==> config.mk <==
export PLATFORM = sky130hd
export DESIGN_NAME = gaq_sqrt_cell
export DESIGN_NICKNAME = d
export VERILOG_FILES = /design/src/gravity_align_quaternion_core_defines.svh /design/src/gaq_pkg.sv /design/src/gaq_sqrt_cell.sv
export SDC_FILE = /design/constraint.sdc
export NUM_CORES = 1
export LEC_CHECK = 0
export BUFFER_PORTS_ARGS = -buffer_cell sky130_fd_sc_hd__buf_2
export CAP_MARGIN = 5
export CORE_ASPECT_RATIO = 1.1
export CORE_MARGIN = 2
export CORE_UTILIZATION = 45
export DETAILED_ROUTE_END_ITERATION = 6
export HOLD_SLACK_MARGIN = 0.02
export PLACE_DENSITY = 0.82
export SLEW_MARGIN = 25
export SYNTH_ARGS = -nofsm -noshare
export SYNTH_HDL_FRONTEND = slang
export SYNTH_SLANG_ARGS = --single-unit
==> constraint.sdc <==
create_clock -name i_clk -period 2.65 [get_ports i_clk]
set_clock_uncertainty 0.2 [all_clocks]
set_input_delay 0.1325 -clock i_clk [delete_from_list [all_inputs] [get_ports i_clk]]
set_output_delay 0.1325 -clock i_clk [all_outputs]
set_load 0.05 [all_outputs]
==> src/gravity_align_quaternion_core_defines.svh <==
// ----------------------------------------------------------------------------
// gravity align quaternion core assertion macros
// checks are compiled in unless SYNTH is defined
// ----------------------------------------------------------------------------
`ifndef GRAVITY_ALIGN_QUATERNION_CORE_DEFINES_SVH
`define GRAVITY_ALIGN_QUATERNION_CORE_DEFINES_SVH
`ifndef SYNTH
`define GAQ_ASSERT_IMP(lbl, clk, rst_n, pre, post) \
    lbl: assert property (@(posedge clk) disable iff (!rst_n) (pre) |-> (post)) \
        else $error("gaq: same-cycle check failed");
`define GAQ_ASSERT_NXT(lbl, clk, rst_n, pre, post) \
    lbl: assert property (@(posedge clk) disable iff (!rst_n) (pre) |=> (post)) \
        else $error("gaq: next-cycle check failed");
`else
`define GAQ_ASSERT_IMP(lbl, clk, rst_n, pre, post)
`define GAQ_ASSERT_NXT(lbl, clk, rst_n, pre, post)
`endif
`endif

==> src/gaq_pkg.sv <==
// ----------------------------------------------------------------------------
// gaq_pkg
// widths and constants of the gravity align quaternion core
// ----------------------------------------------------------------------------
package gaq_pkg;

    localparam int SAMPLE_BITS    = 16;
    localparam int QUAT_FRAC_BITS = 14;
    localparam int QUAT_BITS      = QUAT_FRAC_BITS + 2;
    localparam int PRE_BITS       = 21;
    localparam int VEC_BITS       = 30;
    localparam int N_FRAC         = 8;
    localparam int LANES          = 3;

    localparam int MAG_W  = SAMPLE_BITS;
    localparam int BL1_W  = $clog2(MAG_W + 1);
    localparam int SQR1_W = 2 * PRE_BITS;
    localparam int SUM1_W = 2 * PRE_BITS + 2;
    localparam int V_W    = PRE_BITS + N_FRAC + 2;
    localparam int BL2_W  = $clog2(V_W + 1);
    localparam int SQR2_W = 2 * VEC_BITS;
    localparam int SUM2_W = 2 * VEC_BITS + 2;

    localparam int RAD_MIN  = (SUM2_W > SUM1_W + 2 * N_FRAC) ? SUM2_W : SUM1_W + 2 * N_FRAC;
    localparam int SQ_STEPS = (RAD_MIN + 1) / 2;
    localparam int RAD_W    = 2 * SQ_STEPS;
    localparam int ROOT_W   = SQ_STEPS;
    localparam int REM_W    = SQ_STEPS + 2;

    localparam int DIV_STEPS = QUAT_FRAC_BITS + 1;
    localparam int QUO_W     = DIV_STEPS;
    localparam int DSH_W     = ROOT_W + QUAT_FRAC_BITS;
    localparam int DREM_W    = DSH_W + 1;

    // register stages from the input to the output register
    localparam int PIPE_LAT = 12 + 2 * SQ_STEPS + DIV_STEPS;

    localparam logic signed [QUAT_BITS-1:0] QUAT_ONE = QUAT_BITS'(1 << QUAT_FRAC_BITS);

endpackage

==> src/gaq_sqrt_cell.sv <==
// ----------------------------------------------------------------------------
// gaq_sqrt_cell
// one radix-2 step of a restoring integer square root, registered
// ----------------------------------------------------------------------------
module gaq_sqrt_cell (
    input  logic                       i_clk,
    input  logic                       i_en,
    input  logic [gaq_pkg::RAD_W-1:0]  i_rad,
    input  logic [gaq_pkg::REM_W-1:0]  i_rem,
    input  logic [gaq_pkg::ROOT_W-1:0] i_root,
    output logic [gaq_pkg::RAD_W-1:0]  o_rad,
    output logic [gaq_pkg::REM_W-1:0]  o_rem,
    output logic [gaq_pkg::ROOT_W-1:0] o_root
);

    logic [gaq_pkg::RAD_W-1:0]  r_rad,  n_rad;
    logic [gaq_pkg::REM_W-1:0]  r_rem,  n_rem;
    logic [gaq_pkg::ROOT_W-1:0] r_root, n_root;
    logic [gaq_pkg::REM_W+1:0]  w_acc;
    logic [gaq_pkg::REM_W+1:0]  w_trial;
    logic [gaq_pkg::REM_W+1:0]  w_diff;
    logic                       w_ge;

    always_comb begin
        // bring down the next two radicand bits
        w_acc   = {i_rem, i_rad[gaq_pkg::RAD_W-1 -: 2]};
        w_trial = (gaq_pkg::REM_W + 2)'({i_root, 2'b01});
        w_ge    = (w_acc >= w_trial);
        w_diff  = w_acc - w_trial;
        n_rem   = w_ge ? w_diff[gaq_pkg::REM_W-1:0] : w_acc[gaq_pkg::REM_W-1:0];
        n_root  = {i_root[gaq_pkg::ROOT_W-2:0], w_ge};
        n_rad   = {i_rad[gaq_pkg::RAD_W-3:0], 2'b00};
    end

    always_ff @(posedge i_clk) begin
        if (i_en) begin
            r_rad  <= n_rad;
            r_rem  <= n_rem;
            r_root <= n_root;
        end
    end

    assign o_rad  = r_rad;
    assign o_rem  = r_rem;
    assign o_root = r_root;

endmodule

==> results by group, run 1 <==
Run status
  – Outcome: completed

Global routing
  – Total GRT Usage: 0.2949
  – First-pass GRT wire length: 34530 µm
  – Initial antenna violation count: 4
  – Largest net degree at the start of global routing: 42
  – Remaining Overflow, GRT: 0
  – Vias in the first global route: 6377

Placed design
  – Cell count after placement: 1010
  – Port buffer count: 251
  – DP Worst Slack: -52.37 ps
  – Post-DP HPWL: 14200 µm
  – Gpl congestion: 0.9178

STA
  – Final period utilization: 0.9863
  – Final Worst Setup Slack: 36.33 ps
  – Max-slew headroom: 0.6448
  – Setup_tns: 0 ps
  – F_max: 0.3826 GHz
  – RSZ-0062 raised after global routing: yes
  – Final count of negative-setup-slack endpoints: 0
  – Worst Tran Pin Value: 532.9 ps
  – Final Max Tran Viols: 0
  – Final hold vios: 0
  – Minimum clock period: 2614 ps

Layout
  – Layout area overhead: 61.76%
  – Filler cells: 936
  – Nets: 1124
  – Final Non-Filler Cells: 1168
  – ANT cells: 0
  – Share of cells above drive strength 1: 0.4211

Routing
  – DRT antenna net count: 0
  – Routed len/inst: 19.52 µm
  – DR vias/cell: 5.307
  – Routed WL: 22800 µm
  – First drt pass iteration count: 5
  – Via Count: 6198
  – DRT iter0 DRCs: 402
  – DRC Markers: 0

Logic synthesis
  – Area leader, netlist: edfxtp_1
  – Top post-synthesis cells by area: edfxtp_1, ha_1, mux2_4
  – Async S/R FF share, synth: 0
  – EDFF count, synth: 124
  – Most frequent cell after synthesis: edfxtp_1
  – Warnings from Yosys: 0
  – Mapped Area: 6491 µm²
  – Synth Instances: 513
  – Ys flop type: edfxtp_1
  – Post-synthesis sequential area ratio: 0.5736
  – Synth top cells by count: edfxtp_1, inv_1, a21oi_1
  – Netlist cell types: 60
  – Syn_area_per_cell: 12.65 µm²
  – #FFs+latches synth: 124
  – Synth top area share: 0.5736

Min path
  – HP Start: i_rem[1]
  – Hold Path Class: in -> reg

Power
  – Seq pwr share: 0.340
  – Clock share of power: 0.364
  – Internal power: 4864 µW
  – Net Sw Frac: 0.3275
  – Leakage: 0.004612 µW
  – Psw: 2369 µW
  – Pwr dens: 688.8 nW/µm²
  – Maximum VDD drop: 347.3 µV
  – Total power: 7233 µW
  – Comb pwr share: 0.295

Clock tree
  – Clk root buf: clkbuf_16
  – Clk sinks: 124
  – Worst-path clk slew: 60 ps
  – CTS H-tree depth: 4
  – CTS tree: done
  – Total CTS buffers: 17
  – CTS Buffer Depth: 2

Floorplanning
  – Die area: 15400 µm²
  – I/O Pins: 254
  – Die height: 130.0 µm
  – Row count: 46
  – Die Span X: 118.5 µm
  – Initial cell density of the core: 0.4548
  – Core footprint: 14270 µm²

Worst setup path
  – Worst path arrival time: 2580 ps
  – Setup CP Type: in -> reg
  – Crit start category: primary input
  – CP Max Fanout: 26
  – Worst Setup SP: i_rem[26]
  – WP data required: 2620 ps
  – Worst Setup End Kind: register

Run
  – Max Cap Viol: 0
-- per-layer routing --
| metal | vias to the layer above | share of wire | GRT usage |
|---|---|---|---|
| met5 | - | 0.0017 | 0 |
| met4 | 6 | 0.040 | 0.1464 |
| met3 | 78 | 0.081 | 0.1010 |
| met2 | 325 | 0.52 | 0.5420 |
| met1 | 2948 | 0.35 | 0.3015 |
| li1 | 2841 | - | - |
-- logic make-up (layout without fill, tap and decap cells) --
kind of cell,Yosys count,in the layout,synth area share
xor+xnor,24,24,0.03238
compound gates,127,127,0.1365
flops,124,124,0.5736
mux,28,28,0.05821
fa+ha+maj,33,33,0.06361
buf+inv,65,527,0.05146
other cells,1,2,0.0005777
simple gates,111,111,0.08366
-- repair_timing --
item,CTS,global route
setup buffers,0,1
endpoints found under the hold margin,151,0
resized for setup,0,9
endpoints found under the setup margin,0,29
hold buffers,125,0
-- stage by stage --
| stage | utilization | hold WS [ps] | area (µm²) |
|---|---|---|---|
| 3_5_place_dp | 0.5988 | 110.9 | 8547 |
| 4_1_cts | 0.7326 | 116.7 | 10460 |
| 6_report | 0.7356 | 130.7 | 10500 |
| 5_1_grt | 0.7356 | 148.9 | 10500 |
| 3_3_place_gp | 0.5988 | 109.0 | 8547 |
| 2_1_floorplan | - | 31.37 | 6684 |
-- power groups by stage --
stage          Combinational (µW)  Sequential, µW  Clock [µW]
2_1_floorplan                 646            3190           0
6_report                     2140            2460        2630
4_1_cts                      2080            2450        2640
3_5_place_dp                 1920            2490           0
5_1_grt                      2250            2480        2740
3_3_place_gp                 1890            2480           0
-- layout make-up --
| cell class | instances | area [µm²] | area share |
|---|---|---|---|
| Tap cell | 192 | 240.2 | 0.02288 |
| Inverter | 51 | 220.2 | 0.02097 |
| Timing Repair Buffer | 444 | 3033 | 0.2888 |
| Sequential cell | 124 | 3724 | 0.3546 |
| Multi-Input combinational cell | 325 | 2624 | 0.2499 |
| Clock buffer | 18 | 429.2 | 0.04087 |
| Clock inverter | 14 | 230.2 | 0.02193 |
-- worst paths after layout --
| path | endpoint | slack (ps) | cells past startpoint |
|---|---|---|---|
| hold / removal | o_rem[3]$_DFFE_PP_ | 130 | 4 |
| setup / recovery | o_rem[21]$_DFFE_PP_ | 40 | 11 |
-- cell usage in the layout, fill, tap and decap left out, types with 4 or more instances in the layout --
cell / instances
nor2_1: 26
buf_2: 250
nand2_1: 29
o211ai_1: 10
mux2i_1: 4
bufinv_16: 5
buf_4: 68
a21o_1: 4
nor4_1: 4
ha_1: 21
and3_1: 4
nand2b_1: 6
o21bai_1: 5
inv_6: 5
a211oi_1: 4
edfxtp_1: 124
xnor2_1: 22
inv_1: 46
mux2_2: 6
nand4_1: 6
nand3_1: 12
ha_4: 11
a21oi_1: 37
mux2_4: 18
o21a_1: 7
nor3_1: 11
o21ai_0: 20
dlygate4sd3_1: 125
clkbuf_16: 17
-- flip-flops by register name (all words and copies together), names as in the netlist --
name	flops
o_root	31
o_rad	60
o_rem	33
-- critical path, cell delays in order --
cell and delay, ps:
dlygate4sd3_1 530, buf_2 140, ha_1 320, a21oi_1 160, nor2_1 50, nor2_1 190
o21bai_1 140, a41oi_4 200, o21a_4 230, clkinv_16 140, mux2_4 330
(Power assumes the default switching activity.)
==> run 2: changes to the inputs <==
--- a/config.mk
+++ b/config.mk
@@ -9,10 +9,11 @@
 export CAP_MARGIN = 5
 export CORE_ASPECT_RATIO = 1.1
 export CORE_MARGIN = 2
-export CORE_UTILIZATION = 45
+export CORE_UTILIZATION = 46
+export CTS_BUF_LIST = sky130_fd_sc_hd__clkbuf_8
 export DETAILED_ROUTE_END_ITERATION = 6
 export HOLD_SLACK_MARGIN = 0.02
-export PLACE_DENSITY = 0.82
+export PLACE_DENSITY = 0.83
 export SLEW_MARGIN = 25
 export SYNTH_ARGS = -nofsm -noshare
 export SYNTH_HDL_FRONTEND = slang
==> run 2 against run 1 <==
- first-iteration DRC count is 29% higher
- core utilization is 1.7 points higher
- final area is 1.1% lower
- critical path depth is 1 higher
- global-route usage is 1.4 points lower
- clock-buffer cell count is 1 lower
- clock power is 33% lower
- largest power group is now registers
==> results by group, run 2 (synthesis results as in run 1) <==
Run status
  – Outcome: completed

Layout
  – Filler cells: 863 (-7.8%)
  – Final core occ: 0.7531 (+0.01748)
  – Share of cells above drive strength 1: 0.4296 (+0.008485)
  – Max reg flops: 60 (unchanged)
  – Final Non-Filler Cells: 1171 (+0.26%)
  – Final Cell Area: 10390 µm² (-1.1%)
  – Commonest non-fill, non-tap cell in the layout: buf_2
  – Layout area overhead: 60.04%
  – Multi-input gate area: 2679 µm² (+2.1%)
  – Most frequent cells in the layout: buf_2, edfxtp_1, dlygate4sd3_1
  – Sequential Area: 3724 µm² (unchanged)
  – Nets: 1128 (+0.36%)

Clock tree
  – CTS Buffer Depth: 2 (unchanged)
  – Worst-path clk slew: 80 ps (+20 ps)
  – Total CTS buffers: 17 (unchanged)
  – CTS tree: done
  – Clk sinks: 124 (unchanged)
  – Clk root buf: clkbuf_8
  – CTS H-tree depth: 4 (unchanged)

Power
  – Psw: 2248 µW (-5.1%)
  – Clock share of power: 0.276 (-0.088)
  – Total power: 6363 µW (-12%)
  – Internal power: 4116 µW (-15%)
  – Leakage: 0.004546 µW (-1.4%)
  – Comb pwr share: 0.337 (+0.042)
  – Seq pwr share: 0.386 (+0.046)
  – Maximum VDD drop: 333.3 µV (-4.0%)
  – Pwr dens: 612.5 nW/µm² (-11%)
  – Net Sw Frac: 0.3532 (+0.02573)

Worst setup path
  – WP data required: 2670 ps (+50 ps)
  – Critical path's slowest cell: dlygate4sd3_1
  – Worst-path cell chain: dlygate4sd3_1 > buf_2 > inv_1 > ha_2 > nand4_1 > nor2_2 > nand3_2 > o21a_1 > o21a_4 > buf_4 > inv_8 > mux2_4
  – Worst path arrival time: 2600 ps (+20 ps)
  – Slowest cell delay on critical path: 530 ps (about the same)
  – Setup CP Type: in -> reg
  – Crit start category: primary input
  – Worst Setup End Kind: register
  – CP Max Fanout: 6 (-77%)

STA
  – Final hold vios: 0 (unchanged)
  – Final hold slack: 19.44 ps (-111.3 ps)
  – Final count of negative-setup-slack endpoints: 0 (unchanged)
  – Minimum clock period: 2586 ps (-27.74 ps)
  – Max-slew headroom: 0.5427 (-0.1020)
  – Worst Tran Pin Value: 685.9 ps (+153.1 ps)
  – F_max: 0.3867 GHz (+1.1%)
  – Final Max Tran Viols: 0 (unchanged)
  – Final period utilization: 0.9758 (-0.01047)

Global routing
  – Remaining Overflow, GRT: 0 (unchanged)
  – Largest net degree at the start of global routing: 125 (+200%)
  – Vias in the first global route: 6029 (-5.5%)
  – Initial antenna violation count: 2 (-2)
  – First-pass GRT wire length: 31220 µm (-9.6%)
  – Total GRT Usage: 0.2806 (-0.01430)

Routing
  – Routed WL: 21800 µm (-4.4%)
  – Routed len/inst: 18.62 µm (-4.6%)
  – DRT antenna net count: 0 (unchanged)
  – DR vias/cell: 5.171 (-2.6%)
  – Via Count: 6055 (-2.3%)
  – DRC Markers: 0 (unchanged)
  – First drt pass iteration count: 5 (unchanged)
  – DRT iter0 DRCs: 517 (+29%)

Min path
  – Hold Crit Depth: 3 (-1)
  – Hold Path Class: in -> reg

Placed design
  – Gpl congestion: 0.8970 (-2.3%)
  – Port buffer count: 251 (unchanged)
  – Cell count after placement: 1010 (unchanged)
  – Placement Cell Area: 8584 µm² (+0.44%)
  – Post-DP HPWL: 14150 µm (-0.40%)

Floorplanning
  – Die Span X: 117.3 µm (-1.1%)
  – Die height: 128.6 µm (-1.1%)
  – Row count: 45 (-2.2%)
  – Die area: 15080 µm² (-2.1%)
  – I/O Pins: 254 (unchanged)
  – Core footprint: 13790 µm² (-3.4%)
  – Initial cell density of the core: 0.4706 (+0.01580)

Run
  – Max Cap Viol: 0 (unchanged)
run 2: final timing paths:
path | startpoint | endpoint
max | i_root[27] | o_rem[9]$_DFFE_PP_
min | i_rem[24] | o_rem[26]$_DFFE_PP_
run 2: layout make-up:
type / instances / area share
flip-flops and latches: 124 / 0.3584
repair buffers: 446 / 0.2975
multi-input cells: 325 / 0.2579
well taps: 188 / 0.02264
clock buffers: 17 / 0.02252
inverters: 51 / 0.02120
clock inverters: 15 / 0.01650
repair inverters: 2 / 0.002650
diodes: 3 / 0.0007226
run 2: per-layer routing:
metal  global-route usage  up-vias  share of wire
met5                    0        -              0
met3              0.07631       59          0.073
met1               0.3075     2887           0.38
met2               0.4899      261           0.51
li1                     -     2848              -
met4               0.1502        0          0.040
run 2: power groups by stage:
stage / combinational (µW) / clock [µW] / sequential, µW
after floorplan: 646 / 0 / 3190
after global placement: 1910 / 0 / 2480
after detailed placement: 1930 / 0 / 2490
after CTS: 2090 / 1750 / 2450
after global routing: 2260 / 1850 / 2470
final: 2150 / 1760 / 2460
run 2: through the flow:
stage | setup slack [ps] | TNS, ps
finish | 64.06 | 0
CTS | 8.744 | 0
global placement | -94.92 | -833.6
floorplan | 5.345 | 0
global route | -18.45 | -73.18
detailed placement | -151.8 | -2250
run 2: timing repair:
| item | 4_1_cts | 5_1_grt |
|---|---|---|
| setup buffers | 0 | 3 |
| hold endpoints to repair | 123 | 1 |
| resized for setup | 0 | 22 |
| hold buffers | 124 | 1 |
| endpoints found under the setup margin | 0 | 29 |
run 2: critical path: cells and delay by family:
family	cells	cell delay (ps)
adders and majority gates	1	370
and+or+nand+nor	3	460
AOI/OAI and AO/OA	2	370
buffers and inverters	5	950
muxes	1	310
