File: config.mk
export PLATFORM = sky130hd
export DESIGN_NAME = gaq_div_cell
export DESIGN_NICKNAME = d
export VERILOG_FILES = /design/src/gravity_align_quaternion_core_defines.svh /design/src/gaq_pkg.sv /design/src/gaq_div_cell.sv
export SDC_FILE = /design/constraint.sdc
export NUM_CORES = 1
export LEC_CHECK = 0
export BUFFER_PORTS_ARGS = -buffer_cell sky130_fd_sc_hd__buf_4
export CAP_MARGIN = 20
export CORE_MARGIN = 2
export CORE_UTILIZATION = 55
export DETAILED_ROUTE_END_ITERATION = 6
export GPL_ROUTABILITY_DRIVEN = 0
export PLACE_DENSITY = 0.84
export REMOVE_ABC_BUFFERS = 1
export SETUP_SLACK_MARGIN = 0.2
export SKIP_LAST_GASP = 1
export SLEW_MARGIN = 40
export SYNTH_ARGS = -nofsm -noshare
export SYNTH_HDL_FRONTEND = slang
export SYNTH_SLANG_ARGS = --single-unit
export TNS_END_PERCENT = 100
File: constraint.sdc
create_clock -name i_clk -period 11 [get_ports i_clk]
set_input_delay 2.75 -clock i_clk [delete_from_list [all_inputs] [get_ports i_clk]]
set_output_delay 2.75 -clock i_clk [all_outputs]
set_load 0.05 [all_outputs]
File: src/gravity_align_quaternion_core_defines.svh
// ----------------------------------------------------------------------------
// gravity align quaternion core assertion macros
// checks are compiled in unless SYNTH is defined
// ----------------------------------------------------------------------------
`ifndef GRAVITY_ALIGN_QUATERNION_CORE_DEFINES_SVH
`define GRAVITY_ALIGN_QUATERNION_CORE_DEFINES_SVH
`ifndef SYNTH
`define GAQ_ASSERT_IMP(lbl, clk, rst_n, pre, post) \
    lbl: assert property (@(posedge clk) disable iff (!rst_n) (pre) |-> (post)) \
        else $error("gaq: same-cycle check failed");
`define GAQ_ASSERT_NXT(lbl, clk, rst_n, pre, post) \
    lbl: assert property (@(posedge clk) disable iff (!rst_n) (pre) |=> (post)) \
        else $error("gaq: next-cycle check failed");
`else
`define GAQ_ASSERT_IMP(lbl, clk, rst_n, pre, post)
`define GAQ_ASSERT_NXT(lbl, clk, rst_n, pre, post)
`endif
`endif

File: src/gaq_pkg.sv
// ----------------------------------------------------------------------------
// gaq_pkg
// widths and constants of the gravity align quaternion core
// ----------------------------------------------------------------------------
package gaq_pkg;

    localparam int SAMPLE_BITS    = 16;
    localparam int QUAT_FRAC_BITS = 14;
    localparam int QUAT_BITS      = QUAT_FRAC_BITS + 2;
    localparam int PRE_BITS       = 21;
    localparam int VEC_BITS       = 30;
    localparam int N_FRAC         = 8;
    localparam int LANES          = 3;

    localparam int MAG_W  = SAMPLE_BITS;
    localparam int BL1_W  = $clog2(MAG_W + 1);
    localparam int SQR1_W = 2 * PRE_BITS;
    localparam int SUM1_W = 2 * PRE_BITS + 2;
    localparam int V_W    = PRE_BITS + N_FRAC + 2;
    localparam int BL2_W  = $clog2(V_W + 1);
    localparam int SQR2_W = 2 * VEC_BITS;
    localparam int SUM2_W = 2 * VEC_BITS + 2;

    localparam int RAD_MIN  = (SUM2_W > SUM1_W + 2 * N_FRAC) ? SUM2_W : SUM1_W + 2 * N_FRAC;
    localparam int SQ_STEPS = (RAD_MIN + 1) / 2;
    localparam int RAD_W    = 2 * SQ_STEPS;
    localparam int ROOT_W   = SQ_STEPS;
    localparam int REM_W    = SQ_STEPS + 2;

    localparam int DIV_STEPS = QUAT_FRAC_BITS + 1;
    localparam int QUO_W     = DIV_STEPS;
    localparam int DSH_W     = ROOT_W + QUAT_FRAC_BITS;
    localparam int DREM_W    = DSH_W + 1;

    // register stages from the input to the output register
    localparam int PIPE_LAT = 12 + 2 * SQ_STEPS + DIV_STEPS;

    localparam logic signed [QUAT_BITS-1:0] QUAT_ONE = QUAT_BITS'(1 << QUAT_FRAC_BITS);

endpackage

File: src/gaq_div_cell.sv
// ----------------------------------------------------------------------------
// gaq_div_cell
// one quotient bit of a restoring divide for all lanes, shared divisor
// ----------------------------------------------------------------------------
module gaq_div_cell (
    input  logic                                            i_clk,
    input  logic                                            i_en,
    input  logic [gaq_pkg::DSH_W-1:0]                       i_dsh,
    input  logic [gaq_pkg::LANES-1:0][gaq_pkg::DREM_W-1:0]  i_rem,
    input  logic [gaq_pkg::LANES-1:0][gaq_pkg::QUO_W-1:0]   i_quo,
    output logic [gaq_pkg::DSH_W-1:0]                       o_dsh,
    output logic [gaq_pkg::LANES-1:0][gaq_pkg::DREM_W-1:0]  o_rem,
    output logic [gaq_pkg::LANES-1:0][gaq_pkg::QUO_W-1:0]   o_quo
);

    logic [gaq_pkg::DSH_W-1:0]                      r_dsh, n_dsh;
    logic [gaq_pkg::LANES-1:0][gaq_pkg::DREM_W-1:0] r_rem, n_rem;
    logic [gaq_pkg::LANES-1:0][gaq_pkg::QUO_W-1:0]  r_quo, n_quo;
    logic [gaq_pkg::DREM_W-1:0]                     w_dsh;
    logic [gaq_pkg::LANES-1:0]                      w_ge;

    always_comb begin
        w_dsh = gaq_pkg::DREM_W'(i_dsh);
        for (int l = 0; l < gaq_pkg::LANES; l++) begin
            w_ge[l]  = (i_rem[l] >= w_dsh);
            n_rem[l] = w_ge[l] ? (i_rem[l] - w_dsh) : i_rem[l];
            n_quo[l] = {i_quo[l][gaq_pkg::QUO_W-2:0], w_ge[l]};
        end
        n_dsh = i_dsh >> 1;
    end

    always_ff @(posedge i_clk) begin
        if (i_en) begin
            r_dsh <= n_dsh;
            r_rem <= n_rem;
            r_quo <= n_quo;
        end
    end

    assign o_dsh = r_dsh;
    assign o_rem = r_rem;
    assign o_quo = r_quo;

endmodule

==> results.md, run 1 <==
| Parameter | Reported |
|:---|:---|
| Place WS | 4.01 ns |
| Startpoint of the tightest hold check path | i_quo[12] |
| Final critical-path setup slack | 4.42 ns |
| Share of total power in sequential cells | 34.4% |
| Count of max-cap constraint violations | 0 |
| Die Wd | 176 um |
| PostCTS Resize Cnt | 0 |
| Largest net degree at the start of global routing | 99 |
| Wire length of the first global-routing pass | 76.3 mm |
| Share of power burned in combinational logic | 38.6% |
| Synth-to-layout area growth | 27.3% |
| Area share of the largest cell type after synthesis | 41.9% |
| Iteration count of the initial detailed-routing pass | 6 |
| Number of hold violations in the final report | 0 |
| Final setup violation count | 0 |
| Final Slew Violations | 0 |
| Met1 global-route usage | 40.0% |
| Met2 usage in global routing | 51.7% |
| Post-CTS clock slew at the launch and capture registers of the worst setup and hold paths | 0.06 ns |
| Chip Height | 176 um |
| Residual overflow from global routing | 0 |
| Detailed-route via count | 15,287 |
| Synthesized area | 16,300 um^2 |
| Post-detailed-route DRC marker count | 0 |
| Input/output buffers | 453 |
| Top cells by area in the synthesized netlist | sky130_fd_sc_hd__edfxtp_1 (42%), sky130_fd_sc_hd__ha_1 (10%), sky130_fd_sc_hd__o21ai_0 (6.4%) |
| Antenna Nets Post-Route | 0 |
| Average routed wire per standard cell | 20.0 um |
| DR vias/cell | 6.03 |
| Setup repair after global routing missed its margin | false |
| Antenna violations before repair | 4 |
| Number of nets in the finished design | 2,496 |
| Total routed wirelength | 50.8 mm |
| Number of buffers created by CTS | 26 |
| Core Box Area | 28,900 um^2 |
| Critical path launch point type | input pin |
| Hold path cells | 1 |
| Net Sw Frac | 38.0% |
| Type of destination of the critical path | flop |
| Starting Density | 56.3% |
| Synth area leader | sky130_fd_sc_hd__edfxtp_1 |
| Post-Layout Cell Count | 2,536 |
| Worst Max-Slew Pin Slew | 0.840 ns |
| Aggregate global-route resource usage | 31.4% |
| Worst EP arrival | 6.87 ns |
| Final setup TNS | 0 ns |
| Most common cell after layout, fill and taps aside | sky130_fd_sc_hd__buf_4 |
| TritonCTS clock tree | done |
| Most frequent cells in the layout | sky130_fd_sc_hd__buf_4 (456), sky130_fd_sc_hd__edfxtp_1 (227), sky130_fd_sc_hd__nand2_1 (218) |
| Worst supply voltage drop on vdd | 0.119 mV |
| Power density cells | 159 nW/um^2 |
| Full die area | 31,000 um^2 |
| Terminating pin of the worst hold path | o_quo[13] |
| Number of distinct standard cells referenced by the synthesized netlist | 75 |
| IO Pins | 458 |
| DP Cell Count | 2,484 |
| Clk sinks | 227 |
| Required time of the critical path | 11.29 ns |
| Number of enable flip-flop cells after synthesis | 227 |
| Post-CTS setup repair buffer count | 0 |
| Relative slew slack | 44.0% |
| Post-DP HPWL | 40.1 mm |
| H-tree levels | 1 |
| Global routing usage on met3 | 6.16% |
| Number of cells produced by synthesis | 1,727 |
| Part of the cycle the worst path needs | 59.8% |
| Outcome | completed |
| Setup CP Type | input pin to flop |
| Post-route minimum period | 6.58 ns |
| NetSw | 1.25 mW |
| Number of DRC markers after the initial detailed-route iteration | 1,962 |
| Register bit total from synthesis | 227 |
| Min-Delay Path Class | input pin to flop |
| Leakage | 8.89 nW |
| Number of hold buffers added after CTS | 0 |
| Via count of the first global-routing pass | 14,493 |
| Layout cells sized above 1 | 25.0% |
| Clock Power Share | 27.0% |
| Share of flip-flops with an asynchronous set or reset after synthesis | 0% |
| Row count | 62 |
| Synth Warn # | 0 |
| End-of-flow core utilization | 71.6% |
| Busiest metal layer after global routing | met2 |
| Share of the yosys chip area belonging to registers | 41.9% |
| Internal power contribution | 2.04 mW |
| Number of buffers between clock root and the deepest sink | 3 |
| Crit Path Max Fanout | 71 |
| Clock root cell | sky130_fd_sc_hd__clkbuf_16 |
| Top_reg_cell synth | sky130_fd_sc_hd__edfxtp_1 |
| Highest clock frequency the design can meet | 152 MHz |
| Worst Hold Margin | 2.39 ns |
| Mapped Avg Cell Area | 9.43 um^2 |
==> stage by stage <==
step           power (mW)  cell area [um^2]
2_1_floorplan        2.01             15900
3_3_place_gp         2.38             19800
5_1_grt              3.43             20700
4_1_cts              3.29             20700
6_report             3.30             20700
3_5_place_dp         2.41             19800
==> cells in the mapped netlist (32+ instances only) <==
library cell / count
sky130_fd_sc_hd__o21ai_0: 207
sky130_fd_sc_hd__o21bai_1: 32
sky130_fd_sc_hd__nand4_1: 32
sky130_fd_sc_hd__nand2_1: 218
sky130_fd_sc_hd__ha_1: 135
sky130_fd_sc_hd__clkbuf_1: 61
sky130_fd_sc_hd__inv_1: 93
sky130_fd_sc_hd__nor2_1: 67
sky130_fd_sc_hd__a21oi_1: 161
sky130_fd_sc_hd__a21o_1: 56
sky130_fd_sc_hd__edfxtp_1: 227
sky130_fd_sc_hd__xnor2_1: 72
sky130_fd_sc_hd__xor2_1: 51
==> cell type report <==
type | count | area (um^2)
sequential | 227 | 6820
multi-input combinational | 1322 | 8740
timing repair buffer | 458 | 3450
inverter | 93 | 349
clock buffer | 30 | 687
clock inverter | 18 | 189
antenna | 4 | 10.0
tap | 384 | 480
fill | 2070 | 8210
==> routing by layer <==
layer  up-vias  part of all wire [%]  wire [um]
met5         -                     0          0
met4         0                   4.9       2510
met1      7067                    39      19900
met2       881                    46      23500
met3       154                   9.7       4920
li1       7185                     -          -
==> power groups by stage <==
stage,clock network [mW],registers (mW),logic (mW)
floorplan,0,1.54,0.470
global route,0.935,1.14,1.35
detailed placement,0,1.15,1.26
global placement,0,1.15,1.23
CTS,0.898,1.14,1.26
finish,0.889,1.14,1.27
==> worst max-delay path by stage <==
stage | startpoint | endpoint | slack [ns] | cells after the start
after global placement | i_rem[92] | o_rem[93] | 4.08 | 15
after CTS | i_rem[0] | o_rem[20] | 4.53 | 15
after detailed placement | i_rem[0] | o_rem[20] | 4.01 | 15
final | i_rem[92] | o_rem[121] | 4.42 | 15
after floorplan | i_rem[0] | o_rem[20] | 3.00 | 13
after global routing | i_rem[92] | o_rem[93] | 4.24 | 15
==> logic make-up after synthesis <==
group / synth area share (%)
compound gates: 22.5
xor+xnor: 6.62
fa+ha+maj: 10.7
buf+inv: 4.54
flops: 41.9
mux: 1.02
other cells: 0.0230
simple gates: 12.7
==> critical path, cell delays in order <==
cell and delay (ns):
sky130_fd_sc_hd__buf_4 0.11, sky130_fd_sc_hd__inv_1 0.05, sky130_fd_sc_hd__ha_1 0.16, sky130_fd_sc_hd__inv_1 0.06
sky130_fd_sc_hd__fa_1 0.42, sky130_fd_sc_hd__a211oi_1 0.29, sky130_fd_sc_hd__o21ai_0 0.22, sky130_fd_sc_hd__a211oi_1 0.49
sky130_fd_sc_hd__nor2_1 0.11, sky130_fd_sc_hd__a21oi_1 0.37, sky130_fd_sc_hd__o211ai_1 0.20, sky130_fd_sc_hd__o21ai_1 0.25
sky130_fd_sc_hd__o21ba_2 0.37, sky130_fd_sc_hd__buf_4 0.57, sky130_fd_sc_hd__mux2_2 0.41
==> state kept, by name, summed over array words and instances, names as in the netlist <==
| signal | flops |
|---|---|
| o_rem | 138 |
| o_quo | 45 |
| o_dsh | 44 |
Note: power is estimated with default switching activity, not from simulation.
==> run 2: changes to the inputs <==
--- a/config.mk
+++ b/config.mk
@@ -8,10 +8,10 @@
 export BUFFER_PORTS_ARGS = -buffer_cell sky130_fd_sc_hd__buf_4
 export CAP_MARGIN = 20
 export CORE_MARGIN = 2
-export CORE_UTILIZATION = 55
+export CORE_UTILIZATION = 54
 export DETAILED_ROUTE_END_ITERATION = 6
 export GPL_ROUTABILITY_DRIVEN = 0
-export PLACE_DENSITY = 0.84
+export PLACE_DENSITY = 0.82
 export REMOVE_ABC_BUFFERS = 1
 export SETUP_SLACK_MARGIN = 0.2
 export SKIP_LAST_GASP = 1
==> constraint.sdc (replaced) <==
create_clock -name i_clk -period 6.9 [get_ports i_clk]
set_input_delay 1.725 -clock i_clk [delete_from_list [all_inputs] [get_ports i_clk]]
set_output_delay 1.725 -clock i_clk [all_outputs]
set_load 0.05 [all_outputs]
==> run 2 against run 1 <==
Sequential share of layout area fell by 0.19 points. Global-route usage up 0.40 points. Critical path depth did not move. Worst setup slack got worse by 3.0 ns. Critical path type unchanged. Largest cell class unchanged. Highest routed layer unchanged.
==> results.md, run 2 (synthesis results as in run 1) <==
| Parameter | Reported |
|:---|:---|
| Outcome | completed |
| Worst supply voltage drop on vdd | 0.245 mV |
| Number of hold buffers added after CTS | 0 |
| Chip Height | 178 um |
| Post-detailed-route DRC marker count | 0 |
| Number of DRC markers after the initial detailed-route iteration | 1,255 |
| Final setup TNS | 0 ns |
| DP Cell Count | 2,496 |
| IO Pins | 458 |
| Largest net degree at the start of global routing | 117 |
| Share of power burned in combinational logic | 38.8% |
| Wire length of the first global-routing pass | 78.0 mm |
| Layout cells sized above 1 | 25.3% |
| TritonCTS clock tree | done |
| Average routed wire per standard cell | 20.6 um |
| Max reg flops | 138 |
| Worst Hold Margin | 1.35 ns |
| Via count of the first global-routing pass | 14,562 |
| Die Wd | 178 um |
| Antenna Nets Post-Route | 0 |
| Share of total power in sequential cells | 34.1% |
| Cell area after placement | 19,900 um^2 |
| Post-CTS clock slew at the launch and capture registers of the worst setup and hold paths | 0.06 ns |
| Iteration count of the initial detailed-routing pass | 6 |
| Final setup violation count | 0 |
| H-tree levels | 1 |
| Clock Power Share | 27.1% |
| Layout Cell Area excl Fill | 20,800 um^2 |
| Number of buffers between clock root and the deepest sink | 3 |
| Number of buffers created by CTS | 27 |
| Aggregate global-route resource usage | 31.8% |
| End-of-flow core utilization | 70.3% |
| Relative slew slack | 44.5% |
| Total routed wirelength | 52.4 mm |
| Most frequent cells in the layout | sky130_fd_sc_hd__buf_4 (461), sky130_fd_sc_hd__edfxtp_1 (227), sky130_fd_sc_hd__nand2_1 (218) |
| Min-Delay Path Class | input pin to flop |
| Synth-to-layout area growth | 28.0% |
| Core Box Area | 29,600 um^2 |
| Number of nets in the finished design | 2,505 |
| Crit Path Max Fanout | 49 |
| Worst EP arrival | 5.79 ns |
| Number of hold violations in the final report | 0 |
| NetSw | 2.05 mW |
| Final critical-path setup slack | 1.40 ns |
| Count of filler cells inserted in the layout | 2,292 |
| Part of the cycle the worst path needs | 79.8% |
| Post-Layout Cell Count | 2,549 |
| Antenna violations before repair | 1 |
| PostCTS Resize Cnt | 0 |
| Setup CP Type | input pin to flop |
| Clock root cell | sky130_fd_sc_hd__clkbuf_16 |
| Detailed-route via count | 15,265 |
| Clk sinks | 227 |
| Post-DP HPWL | 41.5 mm |
| Setup repair after global routing missed its margin | false |
| Most common cell after layout, fill and taps aside | sky130_fd_sc_hd__buf_4 |
| Internal power contribution | 3.27 mW |
| Row count | 63 |
| Net Sw Frac | 38.6% |
| Final Slew Violations | 0 |
| Full die area | 31,600 um^2 |
| Leakage | 8.94 nW |
| Starting Density | 54.9% |
| Power density cells | 255 nW/um^2 |
| Highest clock frequency the design can meet | 182 MHz |
| Worst Max-Slew Pin Slew | 0.825 ns |
| Type of destination of the critical path | flop |
| Required time of the critical path | 7.19 ns |
| Count of max-cap constraint violations | 0 |
| Final Power | 5.32 mW |
| Residual overflow from global routing | 0 |
| DR vias/cell | 5.99 |
| Input/output buffers | 453 |
| Place WS | 1.06 ns |
| Critical path launch point type | input pin |
| Post-route minimum period | 5.50 ns |
| Post-CTS setup repair buffer count | 0 |
==> run 2: cell count changes in the layout (fill, tap and decap cells not counted), moves of 2 or more <==
cell                         delta
sky130_fd_sc_hd__clkinv_1       +3
sky130_fd_sc_hd__clkbuf_1       -2
sky130_fd_sc_hd__buf_4          +5
sky130_fd_sc_hd__clkinvlp_4     +4
sky130_fd_sc_hd__inv_6          -2
sky130_fd_sc_hd__buf_12         +2
sky130_fd_sc_hd__diode_2        -3
sky130_fd_sc_hd__clkinv_2       -2
==> run 2: power groups by stage <==
stage / logic (mW) / clock network (mW) / registers [mW]
2_1_floorplan: 0.749 / 0 / 2.45
3_3_place_gp: 2.00 / 0 / 1.84
3_5_place_dp: 2.03 / 0 / 1.84
4_1_cts: 2.04 / 1.46 / 1.81
5_1_grt: 2.19 / 1.51 / 1.83
6_report: 2.07 / 1.44 / 1.81
==> run 2: routing by layer <==
| metal | vias up | global-route usage, % | wire length [um] |
|---|---|---|---|
| li1 | 7210 | - | - |
| met1 | 7157 | 39.5 | 20400 |
| met2 | 786 | 55.2 | 25500 |
| met3 | 112 | 6.38 | 4840 |
| met4 | 0 | 10.8 | 1740 |
| met5 | - | 0 | 0 |
==> run 2: final timing paths <==
kind | from | to | cells past startpoint
worst max-delay path | i_rem[92] | o_rem[93] | 15
worst min-delay path | i_quo[15] | o_quo[16] | 1
==> run 2: critical path, stage by stage <==
cell	delay (ns)
sky130_fd_sc_hd__buf_4	0.11
sky130_fd_sc_hd__inv_1	0.05
sky130_fd_sc_hd__ha_1	0.17
sky130_fd_sc_hd__inv_1	0.06
sky130_fd_sc_hd__fa_1	0.42
sky130_fd_sc_hd__a211oi_1	0.31
sky130_fd_sc_hd__o21ai_0	0.38
sky130_fd_sc_hd__a211oi_1	0.53
sky130_fd_sc_hd__nor2_1	0.10
sky130_fd_sc_hd__a21oi_1	0.38
sky130_fd_sc_hd__o211ai_1	0.19
sky130_fd_sc_hd__o21ai_1	0.26
sky130_fd_sc_hd__o21ba_2	0.41
sky130_fd_sc_hd__buf_12	0.27
sky130_fd_sc_hd__mux2_2	0.37
==> run 2: layout make-up <==
class	instances	area (um^2)	area share [%]
clock inverters	22	211	1.01
multi-input cells	1322	8740	41.9
clock buffers	28	679	3.26
diodes	1	2.50	0.0120
inverters	93	349	1.67
repair buffers	466	3560	17.1
flip-flops and latches	227	6820	32.7
well taps	390	488	2.34
